### src/rtl/avni_pkg.sv
// Shared types, widths and register codes for the affine nearest voxel index block.
`timescale 1ns / 1ps

package avni_pkg;

    localparam int COORD_W     = 10;
    localparam int COEF_W      = 16;
    localparam int OFF_W       = 24;
    localparam int ROW_W       = 3 * COEF_W;
    localparam int DIM_FIELD_W = 11;
    localparam int DIMS_W      = 3 * DIM_FIELD_W;
    localparam int IDX_W       = 30;
    localparam int PROD_W      = COEF_W + COORD_W + 1;
    localparam int SUM_W       = 30;
    localparam int CFG_IDX_W   = 3;
    localparam int CFG_DATA_W  = ROW_W;

    localparam int MAX_DIM_DEF   = 1024;
    localparam int FRAC_BITS_DEF = 10;

    localparam logic [ROW_W-1:0]  ROW_I_RST = 48'd1024;
    localparam logic [ROW_W-1:0]  ROW_J_RST = 48'd67108864;
    localparam logic [ROW_W-1:0]  ROW_K_RST = 48'd4398046511104;
    localparam logic [DIMS_W-1:0] DIMS_RST  = 33'd67633408;

    typedef enum logic [CFG_IDX_W-1:0] {
        CFG_ROW_I  = 3'd0,
        CFG_ROW_J  = 3'd1,
        CFG_ROW_K  = 3'd2,
        CFG_OFF_I  = 3'd3,
        CFG_OFF_J  = 3'd4,
        CFG_OFF_K  = 3'd5,
        CFG_DIMS   = 3'd6
    } cfg_reg_t;

    typedef struct packed {
        logic [COORD_W-1:0] out_i;
        logic [COORD_W-1:0] out_j;
        logic [COORD_W-1:0] out_k;
        logic               last_voxel;
    } voxel_t;

    typedef struct packed {
        logic [IDX_W-1:0] source_index;
        logic             in_range;
        logic             last_out;
    } result_t;

endpackage

### src/rtl/avni_row.sv
// One affine row: three products, sum with offset, round half to even.
`timescale 1ns / 1ps

module avni_row
    import avni_pkg::*;
#(
    parameter int FRAC_BITS = FRAC_BITS_DEF,
    parameter int Q_W       = SUM_W - FRAC_BITS + 1
)
(
    input  logic                     clk,
    input  logic                     en,
    input  logic [ROW_W-1:0]         coeffs,
    input  logic signed [OFF_W-1:0]  offset,
    input  logic [COORD_W-1:0]       ci,
    input  logic [COORD_W-1:0]       cj,
    input  logic [COORD_W-1:0]       ck,
    output logic signed [Q_W-1:0]    q
);

    localparam int FLR_W = SUM_W - FRAC_BITS;
    localparam logic [FRAC_BITS-1:0] HALF = FRAC_BITS'(1) << (FRAC_BITS - 1);

    logic signed [COEF_W-1:0]    coef      [3];
    logic signed [COORD_W:0]     crd       [3];
    logic signed [PROD_W-1:0]    prod_next [3];
    logic signed [PROD_W-1:0]    prod_reg  [3];
    logic signed [OFF_W-1:0]     off_reg;
    logic signed [SUM_W-1:0]     sum_next;
    logic signed [SUM_W-1:0]     sum_reg;
    logic signed [FLR_W-1:0]     flr;
    logic [FRAC_BITS-1:0]        rem;
    logic                        round_up;
    logic signed [Q_W-1:0]       q_next;
    logic signed [Q_W-1:0]       q_reg;

    always_comb
    begin
        crd[0] = $signed({1'b0, ci});
        crd[1] = $signed({1'b0, cj});
        crd[2] = $signed({1'b0, ck});
        for (int n = 0; n < 3; n++)
        begin
            coef[n]      = $signed(coeffs[COEF_W*n +: COEF_W]);
            prod_next[n] = PROD_W'(coef[n]) * PROD_W'(crd[n]);
        end
    end

    assign sum_next = SUM_W'(prod_reg[0]) + SUM_W'(prod_reg[1]) + SUM_W'(prod_reg[2])
                    + SUM_W'(off_reg);

    // floor is the arithmetic shift; bump on more than half, or half with odd floor
    always_comb
    begin
        flr      = sum_reg[SUM_W-1:FRAC_BITS];
        rem      = sum_reg[FRAC_BITS-1:0];
        round_up = (rem > HALF) || ((rem == HALF) && flr[0]);
        q_next   = Q_W'(flr) + Q_W'($signed({1'b0, round_up}));
    end

    always_ff @(posedge clk)
    begin
        if (en)
        begin
            prod_reg <= prod_next;
            off_reg  <= offset;
            sum_reg  <= sum_next;
            q_reg    <= q_next;
        end
    end

    assign q = q_reg;

endmodule

### config.mk
export PLATFORM = sky130hd
export DESIGN_NAME = avni_row
export DESIGN_NICKNAME = d
export VERILOG_FILES = /design/src/rtl/avni_pkg.sv /design/src/rtl/avni_row.sv
export SDC_FILE = /design/constraint.sdc
export NUM_CORES = 2
export LEC_CHECK = 0
export CAP_MARGIN = 25
export CORE_MARGIN = 5
export CORE_UTILIZATION = 40
export DETAILED_ROUTE_END_ITERATION = 6
export DONT_BUFFER_PORTS = 1
export SYNTH_ARGS = -nofsm -noshare
export SYNTH_HDL_FRONTEND = slang
export SYNTH_SLANG_ARGS = --single-unit
### constraint.sdc
create_clock -name clk -period 7.07 [get_ports clk]
set_input_delay 0.707 -clock clk [delete_from_list [all_inputs] [get_ports clk]]
set_output_delay 0.707 -clock clk [all_outputs]
set_load 0.005 [all_outputs]
==> results.py <==
metrics = {
    "global_routing": {
        "antenna_found_initial": 7,
        "first_global_vias": 18200,
        "grt_max_degree": 157,
        "grt_pass1_wl_um": 94100,
        "grt_use_total": 0.167,
        "grt_overflow": 0,
    },
    "cts": {
        "cts_tree": "yes",
        "clk_latency_ns": 0.43,
        "cts_resized": 0,
        "cts-root-buf": "clkbuf_16",
        "cts_hold_buf": 0,
        "cts_buffers": 17,
        "cts_buffer_depth": 2,
        "clock_sinks": 156,
        "h-tree-depth": 4,
        "post_cts_buffers": 0,
        "clk_pin_slew_ns": 0.06,
    },
    "timing": {
        "tightestPinTransition_ns": 0.543,
        "rsz0062_at_grt": "no",
        "finalClockSkew_ns": 0.00633,
        "finalMaxSlewViolations": 0,
        "slew_headroom": 0.637,
        "fin_crit_sh": 0.776,
        "hold_viol_final": 0,
        "finalSetupViolCount": 0,
        "fin_crit_ns": 5.49,
        "fmaxAchievable_ghz": 0.182,
        "fin_tns_setup_ns": 0,
    },
    "routing": {
        "drtPass1Iterations": 5,
        "ant_nets": 0,
        "drt_wl_total_um": 55200,
        "drt-wirelength-per-cell_um": 16.4,
        "route.detailed.drc": 0,
        "vias": 16500,
        "first_iter_violations": 962,
        "vias_per_cell": 4.90,
    },
    "worst_setup_path": {
        "critical_path_required_ns": 7.25,
        "crit_chain": "and2_1, fa_1, inv_1, fa_1, inv_1, fa_1, fa_1, inv_1, fa_1, inv_1, ha_1, a21o_1, a21o_1, a21oi_1, nand2_1, o21ai_0, a21oi_1, a211o_1, a21oi_1, xnor2_1",
        "cp-end-kind": "register",
        "cp-start-kind": "input port",
        "rrSetupSlack_ns": 2.78,
        "critPathMaxStageDelay_ns": 0.55,
        "cp_slowest_cell": "fa_1",
        "crit_type": "input port to register",
        "crit_path_frequent_cell": "fa_1",
        "worstPathArrival_ns": 5.67,
        "cp_max_fo": 10,
    },
    "floorplan": {
        "initial_core_util": 0.404,
        "core-area_um2": 63200,
        "rows": 92,
        "die_h_um": 263,
        "io_pins": 125,
        "die-width_um": 263,
        "die_area_um2": 69000,
    },
    "final_layout": {
        "fin_nets": 3319,
        "largest_register_ffs": 81,
        "final_cell_mix": "inv_1, fa_1, nand2_1",
        "drive_above_1_share": 0.0158,
        "area_growth_pct": 5.28,
        "layout_commonest_cell": "inv_1",
    },
    "yosys": {
        "syn-instance-count": 2568,
        "synth-edff-count": 156,
        "ys_seq_area_frac": 0.183,
        "synth-async-reset-ratio": 0,
        "synth_ff_type": "edfxtp_1",
        "ys_seq_elements": 156,
        "synth.avg_cell_area_um2": 9.95,
        "synth_area_um2": 25600,
        "yosys_warnings": 0,
        "synthesis.nets": 3375,
        "ys_types": 55,
    },
    "placed_design": {
        "dp_hpwl_um": 46700,
        "place_congestion": 0.856,
        "io_buffers": 0,
    },
    "flow_run": {
        "drv_cap": 0,
    },
    "outcome": {
        "outcome": "completed",
    },
    "min_path": {
        "worstHoldPathType": "input port to register",
    },
}
-- worst paths after layout --
kind                  endpoint  cells past startpoint    startpoint
setup reg to reg   sum_reg[29]                     14  prod_reg[28]
hold / removal     off_reg[23]                      0    offset[23]
hold reg to reg     sum_reg[0]                      1    off_reg[0]
setup / recovery  prod_reg[52]                     20    coeffs[21]
-- Yosys cell counts, drive strengths merged, types with 4 or more instances --
master,number,area [um^2]
and2,218,1360
nor2b,10,62.6
nor3,17,90.1
or2,4,25.0
nor2,54,203
buf,6,22.5
and3,11,68.8
edfxtp,156,4680
o31ai,6,50.1
a211oi,7,62.6
a31oi,7,43.8
clkbuf,69,259
fa,490,9810
xor2,28,245
a211o,4,35.0
nand2b,14,87.6
nand4,8,50.1
nand3,24,120
nor4,4,25.0
ha,213,2670
o211ai,4,30.0
inv,605,2270
o21a,19,143
or3,7,43.8
o21ai,37,185
a21oi,81,417
o21bai,7,52.6
a21o,32,240
xnor2,92,806
nand2,310,1160
-- worst max-delay path, delay by kind of cell --
kind | cells | cell delay [ns]
AND/OR/NAND/NOR | 2 | 0.24
XOR/XNOR | 1 | 0.08
adder cells (fa/ha/maj) | 6 | 2.84
AO/OA/AOI/OAI | 7 | 1.59
buffers and inverters | 4 | 0.21
-- metrics by stage --
| step | hold WS [ns] | worst slack, ns | cells | util | instance area [um^2] |
|---|---|---|---|---|---|
| after detailed placement | 0.557 | 1.19 | 3339 | 0.417 | 26300 |
| after global placement | 0.568 | 1.18 | 3339 | 0.417 | 26300 |
| after CTS | 0.352 | 1.64 | 3370 | 0.426 | 26900 |
| after global routing | 0.353 | 1.38 | 3370 | 0.426 | 26900 |
| final | 0.372 | 1.58 | 3373 | 0.426 | 26900 |
| after floorplan | 0.526 | 1.18 | 2568 | - | 25600 |
-- cells by family after synthesis --
family,after synthesis,share of synthesized area
adders and majority gates,703,0.488
and+or+nand+nor,685,0.131
xor gates and xnor gates,120,0.0411
AOI/OAI and AO/OA,224,0.0570
DFF,156,0.183
buffers and inverters,680,0.0999
-- routing by layer --
metal / track usage / part of all wire / vias up
li1: - / - / 7703
met1: 0.223 / 0.43 / 8437
met2: 0.285 / 0.49 / 327
met3: 0.0286 / 0.049 / 65
met4: 0.0418 / 0.024 / 6
met5: 0 / 0.00078 / -
-- layout make-up --
class / count / area, um^2
flip-flops and latches: 156 / 4680
inverters: 605 / 2270
clock inverters: 10 / 124
fillers: 6056 / 36300
multi-input cells: 1732 / 18300
well taps: 846 / 1060
diodes: 3 / 7.51
clock buffers: 21 / 440
Power is not shown: default switching activity piles up to over one toggle a cycle in this logic, so the estimate is an artifact.
